### src/rtl/core/plsc_pkg.sv
package plsc_pkg;

  // widths fixed by the packet format
  localparam int unsigned WORD_W = 32;
  localparam int unsigned SRC_W  = 8;
  localparam int unsigned CMD_W  = 2;

  // defaults handed to the top level
  localparam int unsigned NUM_SOURCES_DEF = 256;
  localparam logic [WORD_W-1:0] PREAMBLE_RESET = 32'h0000_DADA;

  // command codes
  localparam logic [CMD_W-1:0] CMD_PACKET = 2'd0;
  localparam logic [CMD_W-1:0] CMD_READ   = 2'd1;
  localparam logic [CMD_W-1:0] CMD_CLEAR  = 2'd2;

  // one source's statistics as held in the table
  typedef struct packed {
    logic [WORD_W-1:0] last_seq;
    logic [WORD_W-1:0] recv;
    logic [WORD_W-1:0] drop;
  } entry_t;

  // write port control into the statistics table
  typedef struct packed {
    logic data_en;
    logic valid_en;
    logic valid_bit;
  } tbl_wr_t;

endpackage

### src/rtl/core/plsc_update.sv
module plsc_update (
  input  plsc_pkg::entry_t                  cur,
  input  logic [plsc_pkg::WORD_W-1:0]       seq,
  output plsc_pkg::entry_t                  upd
);
  import plsc_pkg::*;

  logic [WORD_W-1:0] gap;

  // modular gap since the last stored sequence, none if nothing stored
  always_comb begin
    gap = (cur.last_seq != '0) ? (seq - cur.last_seq - WORD_W'(1)) : '0;
  end

  // counters wrap at word width
  always_comb begin
    upd.recv     = cur.recv + WORD_W'(1);
    upd.drop     = cur.drop + gap;
    upd.last_seq = seq;
  end

endmodule
### config.mk
export PLATFORM = sky130hd
export DESIGN_NAME = plsc_update
export DESIGN_NICKNAME = d
export VERILOG_FILES = /design/src/rtl/core/plsc_pkg.sv /design/src/rtl/core/plsc_update.sv
export SDC_FILE = /design/constraint.sdc
export NUM_CORES = 1
export LEC_CHECK = 0
export CORE_MARGIN = 2
export CORE_UTILIZATION = 62
export DETAILED_ROUTE_END_ITERATION = 6
export DONT_BUFFER_PORTS = 1
export GPL_ROUTABILITY_DRIVEN = 0
export PLACE_DENSITY = 0.9
export SYNTH_ARGS = -nofsm -noshare
export SYNTH_HDL_FRONTEND = slang
export SYNTH_SLANG_ARGS = --single-unit
### constraint.sdc
create_clock -name vclk -period 6
set_clock_uncertainty 0.15 [all_clocks]
set_input_delay 1.2 -clock vclk [all_inputs]
set_output_delay 1.2 -clock vclk [all_outputs]
set_load 0.05 [all_outputs]
==> results.md, run 1 <==
* Critical path launch point type: input pin
* Die area at 7662 um^2
* Placed cell count at 810
* Synthesized area at 4327 um^2
* Count of input and output buffers at 0
* Final hold slack at 2.250 ns
* Number of DRC markers in iteration 0 at 972
* Via count at 6431
* Synth Area per Inst at 6.857 um^2
* RSZ-0062 raised after global routing: true
* Layout cells sized above 1 at 36.35%
* Post-DRT Antenna Nets at 0
* WHS Endpoint: upd[67]
* CP max FO at 5
* DRT Wirelength at 23750 um
* Least-Margin Pin Slew at 1.155 ns
* Syn Nets at 824
* DPL Wire Length at 13970 um
* Critical path required time at 4.65 ns
* Worst hold-check path type: in -> out
* Site row count at 30
* Final std cells w/o fill at 831
* Antenna violations before repair at 2
* Hold path start: seq[3]
* WHS Path Cells at 0
* Tot GR Track Use at 45.45%
* Gr ovfl total at 0
* Violated checks: design-rule violations, negative setup slack
* Starting Density at 64.04%
* Final worst slack at -1.068 ns
* CP Cell Sequence: inv_1, ha_4, a21o_1, a31o_4, a2111oi_4, a21oi_2, nor2b_4, o21bai_1, a21oi_1, xor2_1, nor2_1, ha_2, nand4_1, inv_2, a31oi_4, buf_6, buf_4, o21bai_4, xor2_4, buf_12
* Critical path arrival at 5.72 ns
* Syn-to-layout area delta at 42.77%
* # hold bufs at CTS at 0
* Vias in the first global route at 5758
* First-pass GRT wire length at 27620 um
* Final Hold Fails at 0
* Num ports at 224
* Core Area at 6756 um^2
* DP Worst Slack at -0.6744 ns
* Crit path largest cell delay at 0.50 ns
* CP Class: in -> out
* Fin crit share at 117.8%
* Largest net degree at the start of global routing at 21
* DIE HEIGHT at 87.54 um
* Layout Nets at 946
* Min Tclk post-route at 7.068 ns
* Antenna cells at 0
* Synth unique cells at 62
* Final Setup Violations at 22
* Seq/Total Area, Yosys at 0%
* Pleak at 0.002977 uW
* Yosys warns at 0
* Synth Instances at 631
* CP max stage cell: xor2_1
* 1st-pass router iterations at 7
* Pwr dens at 335.7 nW/um^2
* Max Slew Vio Count at 0
* Relative slew slack at 22.45%
* Reg area at 0 um^2
* Via density at 7.739
* Fillers at 247
* CLK BUF at 0
* Status: finished with violations
* Sequential cells at 0
* Peak supply drop at 0.2865 mV
* Max-cap violations at 0
* Die X at 87.54 um
* WL/cell at 28.57 um
* CP endpoint kind: output pin
* Fmax at 141.5 MHz
* Residual DRC at 13
==> worst max-delay path by stage <==
stage          startpoint       to  slack, ns
2_1_floorplan     cur[64]  upd[26]      -0.59
6_report          cur[74]  upd[25]      -1.07
5_1_grt           cur[76]  upd[26]      -1.29
3_5_place_dp      cur[72]  upd[26]      -0.67
4_1_cts           cur[64]  upd[26]      -0.37
3_3_place_gp      cur[64]  upd[26]      -0.47
==> metal layers <==
metal	up-vias	global-route usage (%)	share of wire, %
met3	372	12.72	16
met4	2	33.71	13
met5	-	0	0.055
met1	2783	45.01	29
met2	803	80.51	42
li1	2471	-	-
==> timing repair <==
action / 4_1_cts / 5_1_grt
resized for setup: 29 / 58
setup endpoints to repair: 20 / 22
buffers inserted: 8 / 13
pin swaps: 40 / 40
==> worst max-delay path, delay by kind of cell <==
family / cells / cell delay [ns]
and+or+nand+nor: 3 / 0.52
adders and majority gates: 2 / 0.67
buffers and inverters: 5 / 0.79
xor gates and xnor gates: 2 / 0.71
AOI/OAI and AO/OA: 8 / 1.79
==> cell usage in the layout (no fill, tap or decap), types with 9 or more instances in the layout <==
| cell | count |
|---|---|
| buf_4 | 141 |
| ha_1 | 54 |
| nor2_1 | 49 |
| inv_1 | 49 |
| xnor2_1 | 43 |
| nand2_1 | 40 |
| a21oi_1 | 39 |
| a21o_1 | 33 |
| nand3_1 | 21 |
| xor2_1 | 19 |
| a21oi_2 | 16 |
| o21ai_0 | 15 |
| nor3_1 | 13 |
| nand4_1 | 13 |
| o21a_1 | 11 |
| and3_1 | 11 |
| buf_12 | 11 |
| o21ai_1 | 10 |
| xnor2_2 | 10 |
| buf_6 | 9 |
==> logic make-up after synthesis <==
family                     share of synthesized area, %
and+or+nand+nor                                   23.74
AOI/OAI and AO/OA                                 29.56
buffers and inverters                             10.93
xor gates and xnor gates                          16.40
adders and majority gates                         19.14
muxes                                            0.2314
==> cells in the mapped netlist, types with 4 or more instances <==
cell type	instances	area share (%)
o211ai_1	4	0.69
nand4_1	13	1.9
nand2_1	40	3.5
xnor2_1	57	12
nand3_1	23	2.7
a21o_1	33	5.7
o21ai_0	29	3.4
inv_1	53	4.6
nor2_1	56	4.9
a21oi_1	55	6.4
clkbuf_1	9	0.78
nor2b_1	5	0.72
a211oi_1	7	1.2
and3_1	12	1.7
o21a_1	11	1.9
buf_4	32	5.6
nor3_1	19	2.2
ha_1	63	18
o21ai_1	4	0.46
xor2_1	24	4.9
and2_1	5	0.72
nor4_1	8	1.2
o21bai_1	11	1.9
nand2b_1	6	0.87
==> area by class of cell <==
cell class	instances	area (um^2)	share of cell area (%)
inverter	53	211.5	3.423
multi-input combinational	537	4486	72.61
tap	80	100.1	1.620
timing repair buffer	161	1380	22.34
==> metrics by stage <==
step                power [uW]  TNS (ns)  util (%)  instance area, um^2
detailed placement        1741    -6.837     83.33                 5630
global placement          1675    -4.570     83.33                 5630
finish                    2074    -14.69     91.43                 6177
CTS                       1790    -3.825     86.20                 5824
global route              2125    -17.99     91.43                 6177
floorplan                 1215    -4.525         -                 4613
==> where the power goes <==
part,total [uW],internal [uW],switching (uW)
Sequential,0,0,0
Combinational,2070,831,1240
Clock,0,0,0
Total,2070,831,1240
Power figures use the tool's default switching activity.
==> inputs of run 2 (changes only) <==
Settings changed: CORE_UTILIZATION 62 to 30, PLACE_DENSITY 0.9 to 0.53.
Clock period 6 ns to 6.96 ns, I/O delays scaled along.
==> results.md, run 2 (same netlist as run 1, synthesis figures left out) <==
* Status: finished, final reports clean
* Max Slew Vio Count at 0 (unchanged)
* Largest net degree at the start of global routing at 18 (-14%)
* Max-cap violations at 0 (unchanged)
* Count of input and output buffers at 0 (unchanged)
* DPL Wire Length at 12400 um (-11%)
* Core Area at 13990 um^2 (+110%)
* Pleak at 0.002297 uW (-23%)
* Crit path from: cur[64]
* Setup TNS at 0 ns (+14.69 ns)
* Critical path required time at 5.42 ns (+0.77 ns)
* Starting Density at 30.93% (-33 points)
* Design area at 4936 um^2 (-20%)
* Min Tclk post-route at 6.860 ns
* Layout cells sized above 1 at 17.44% (-19 points)
* Critical path arrival at 5.32 ns (-0.40 ns)
* CP endpoint kind: output pin
* Layout Nets at 843 (-11%)
* Residual DRC at 0 (-13)
* Fin crit share at 98.56%
* Vias in the first global route at 4359 (-24%)
* Final Setup Violations at 0 (-100%)
* 1st-pass router iterations at 5 (-2)
* CLK BUF at 0 (unchanged)
* Tot GR Track Use at 16.97% (-28 points)
* Most frequent cells in the layout: ha_1 (60), xnor2_1 (56), nor2_1 (53), buf_4 (53), inv_1 (52)
* DIE HEIGHT at 124.1 um (+42%)
* CP max FO at 5 (unchanged)
* Final Hold Fails at 0 (unchanged)
* Fmax at 145.8 MHz
* Least-Margin Pin Slew at 1.139 ns (-0.01561 ns)
* Placed Area at 4798 um^2 (-15%)
* Site row count at 43 (+43%)
* Peak supply drop at 0.09753 mV (-66%)
* Fillers at 1506 (+510%)
* Die X at 124.1 um (+42%)
* # hold bufs at CTS at 0 (unchanged)
* Via count at 4532 (-30%)
* Most common cell after layout, fill and taps aside: ha_1
* Sequential cells at 0 (unchanged)
* First-pass GRT wire length at 21150 um (-23%)
* Num ports at 224 (unchanged)
* Post-DRT Antenna Nets at 0 (unchanged)
* Via density at 5.473 (-29%)
* RSZ-0062 raised after global routing: true
* Number of DRC markers in iteration 0 at 224 (-77%)
* Reg area at 0 um^2 (unchanged)
* WL/cell at 16.82 um (-41%)
* Worst hold-check path type: in -> out
* Die area at 15400 um^2 (+100%)
* Antenna cells at 0 (unchanged)
* Pwr dens at 258.1 nW/um^2 (-23%)
* Gr ovfl total at 0 (unchanged)
* CP Class: in -> out
* DRT Wirelength at 13930 um (-41%)
* Antenna violations before repair at 0 (-2)
* Setup crit end: upd[26]
* Critical path launch point type: input pin
* Relative slew slack at 23.50% (+1.0 points)
* Syn-to-layout area delta at 14.08%
* Final hold slack at 2.634 ns (+0.3840 ns)
==> run 2: repair_timing <==
action	4_1_cts	5_1_grt
gates resized for setup	2	25
pin swaps	1	26
endpoints found under the setup margin	4	12
setup buffers	0	5
==> run 2: report_power, final <==
group	total, uW	switching, uW	internal, uW
sequential	0	0	0
combinational	1270	810	464
clock	0	0	0
==> run 2: layout make-up <==
type,count,area (um^2),share of cell area (%)
Multi-Input combinational cell,537,4015,81.34
Timing Repair Buffer,58,489.2,9.911
Tap cell,180,225.2,4.563
Inverter,53,206.4,4.183
==> run 2: metal layers <==
metal / up-vias / wire (um) / global-route usage [%]
met5: - / 0 / 0
met4: 0 / 155 / 2.247
met3: 14 / 1474 / 5.449
met2: 183 / 6612 / 30.70
met1: 2076 / 5688 / 19.94
li1: 2259 / - / -
==> run 2: how the worst min path moves through the flow <==
| stage | startpoint | to | slack (ns) | cells after the start |
|---|---|---|---|---|
| global route | seq[25] | upd[89] | 2.63 | 0 |
| floorplan | seq[0] | upd[64] | 2.80 | 1 |
| finish | seq[4] | upd[68] | 2.63 | 0 |
| global placement | seq[2] | upd[66] | 2.63 | 0 |
| detailed placement | seq[2] | upd[66] | 2.63 | 0 |
| CTS | seq[2] | upd[66] | 2.63 | 0 |
==> run 2: per-stage QoR <==
step                      utilization (%)  setup WS [ns]  power [uW]  std cells
after floorplan                         -       -0.01169       965.5        631
after global placement              34.30        0.02849        1233        823
after detailed placement            34.30       -0.05160        1245        823
after CTS                           34.36       -0.03026        1249        823
after global routing                35.29        -0.1197        1365        828
final                               35.29         0.1005        1274        828
==> run 2: critical path, cell delays in order <==
cell and delay, ns:
inv_8 0.01, ha_4 0.15, fa_2 0.35, a21oi_2 0.17, o21ai_1 0.08, a21o_1 0.20, a21o_1 0.20, a21oi_2 0.18
o21bai_2 0.11, a41oi_2 0.16, xor2_1 0.17, nor2_1 0.07, ha_2 0.18, a211o_1 0.28, or4_4 0.48, o211a_4 0.27
a31oi_4 0.20, o21a_4 0.19, mux2i_1 0.19, nand4_1 0.11, buf_6 0.17
==> inputs of run 3 (changes only) <==
Settings changed: SETUP_SLACK_MARGIN from default to 0.4.
Clock period 6.96 ns to 8.18 ns, I/O delays scaled along.
==> results.md, run 3 (same netlist as run 1, synthesis figures left out) <==
* Final core utilization at 33.09% (-2.2 points)
* Critical path arrival at 5.78 ns (+0.46 ns)
* DIE HEIGHT at 124.1 um (unchanged)
* Die X at 124.1 um (unchanged)
* Count of input and output buffers at 0 (unchanged)
* Largest net degree at the start of global routing at 32 (+14)
* Core Area at 13990 um^2 (unchanged)
* WL/cell at 16.31 um (-3.0%)
* Site row count at 43 (unchanged)
* DPL Wire Length at 11570 um (-6.6%)
* Relative slew slack at 21.89% (-1.6 points)
* Residual DRC at 0 (unchanged)
* Tot GR Track Use at 15.73% (-1.2 points)
* Starting Density at 30.93% (unchanged)
* Peak supply drop at 0.1099 mV (+13%)
* Least-Margin Pin Slew at 1.163 ns (+0.02394 ns)
* Reg area at 0 um^2 (unchanged)
* Most common cell after layout, fill and taps aside: ha_1
* Critical path launch point type: input pin
* First-pass GRT wire length at 19830 um (-6.2%)
* # hold bufs at CTS at 0 (unchanged)
* Placed cell count at 798 (-3.0%)
* CLK BUF at 0 (unchanged)
* Crit-path leading delay family: compound AO/OA/AOI/OAI gates
* Antenna cells at 0 (unchanged)
* Pwr dens at 217.4 nW/um^2 (-16%)
* Via count at 4357 (-3.9%)
* Status: finished, final reports clean
* Pleak at 0.002139 uW (-6.9%)
* Post-DRT Antenna Nets at 0 (unchanged)
* Final hold slack at 3.122 ns (+0.4880 ns)
* Antenna violations before repair at 0 (unchanged)
* Placed Area at 4498 um^2 (-6.3%)
* Worst path bufs/invs at 3 (+1)
* Syn-to-layout area delta at 6.969%
* Min Tclk post-route at 7.566 ns
* Die area at 15400 um^2 (unchanged)
* Most frequent cells in the layout: ha_1 (60), xnor2_1 (57), nor2_1 (55)
* CP max stage cell: or4_1
* Fillers at 1548 (+2.8%)
* Final Hold Fails at 0 (unchanged)
* Crit path largest cell delay at 0.51 ns (+0.03 ns)
* Setup TNS at 0 ns (unchanged)
* CP Class: in -> out
* Number of DRC markers in iteration 0 at 159 (-29%)
* Layout Nets at 819 (-2.8%)
* CP Cell Sequence: inv_1, ha_1, fa_2, a21oi_2, o21ai_0, a21o_1, a21o_1, a21oi_2, o21bai_1, a21oi_1, xor2_1, nor2_1, ha_1, a211o_1, or4_1, o211a_4, a31oi_4, o21a_4, buf_4, xnor2_1, buf_4
* Multi-input logic area at 3949 um^2 (-1.7%)
* Design area at 4628 um^2 (-6.2%)
* 1st-pass router iterations at 4 (-1)
* Critical path required time at 6.39 ns (+0.97 ns)
* Sequential cells at 0 (unchanged)
* Final std cells w/o fill at 804 (-2.9%)
* Worst hold-check path type: in -> out
* Gr ovfl total at 0 (unchanged)
* DRT Wirelength at 13110 um (-5.9%)
* Final Setup Violations at 0 (unchanged)
* Fmax at 132.2 MHz
* Vias in the first global route at 4237 (-2.8%)
* Layout cells sized above 1 at 11.86% (-5.6 points)
* Via density at 5.419 (-0.99%)
* RSZ-0062 raised after global routing: true
* Max-cap violations at 0 (unchanged)
* Num ports at 224 (unchanged)
* CP endpoint kind: output pin
* CP max FO at 5 (unchanged)
* Max Slew Vio Count at 0 (unchanged)
* Fin crit share at 92.49%
run 3: cell count changes in the layout (fill, tap and decap cells not counted), moves of 2 or more:
cell     change
a21oi_2      -5
a21oi_1      +5
o21ai_1      -3
buf_12       -4
nor2_2       -2
buf_4       -19
nor2_1       +2
o21ai_0      +3
nor3_2       -2
run 3: path summary, 6_finish.rpt:
kind / slack [ns] / cells after the start / endpoint / from
worst max-delay path: 0.61 / 21 / upd[24] / cur[64]
worst min-delay path: 3.12 / 0 / upd[85] / seq[21]
run 3: repair_timing:
item | CTS | global route
gates resized for setup | 4 | 17
setup endpoints to repair | 5 | 11
pin swaps | 0 | 7
hold endpoints to repair | 0 | 0
setup buffers | 0 | 6
run 3: cell type report:
type               count  share of cell area, %
multi-input cells    537                  85.32
repair buffers        34                  5.515
well taps            180                  4.866
inverters             53                  4.298
run 3: through the flow:
stage	setup slack (ns)	total power [uW]
CTS	0.3797	985.7
detailed placement	0.2532	982.1
global route	0.3334	1079
finish	0.6141	1006
floorplan	0.4038	810.7
global placement	0.3675	971.8
run 3: routing by layer:
metal / track usage (%) / up-vias / part of all wire (%)
met1: 18.66 / 1948 / 42
li1: - / 2225 / -
met5: 0 / - / 0
met2: 27.94 / 166 / 46
met4: 2.458 / 0 / 2.1
met3: 5.220 / 18 / 10
run 3: power by group:
group | internal [uW] | switching (uW)
registers | 0 | 0
logic | 334 | 672
clock network | 0 | 0
total | 334 | 672
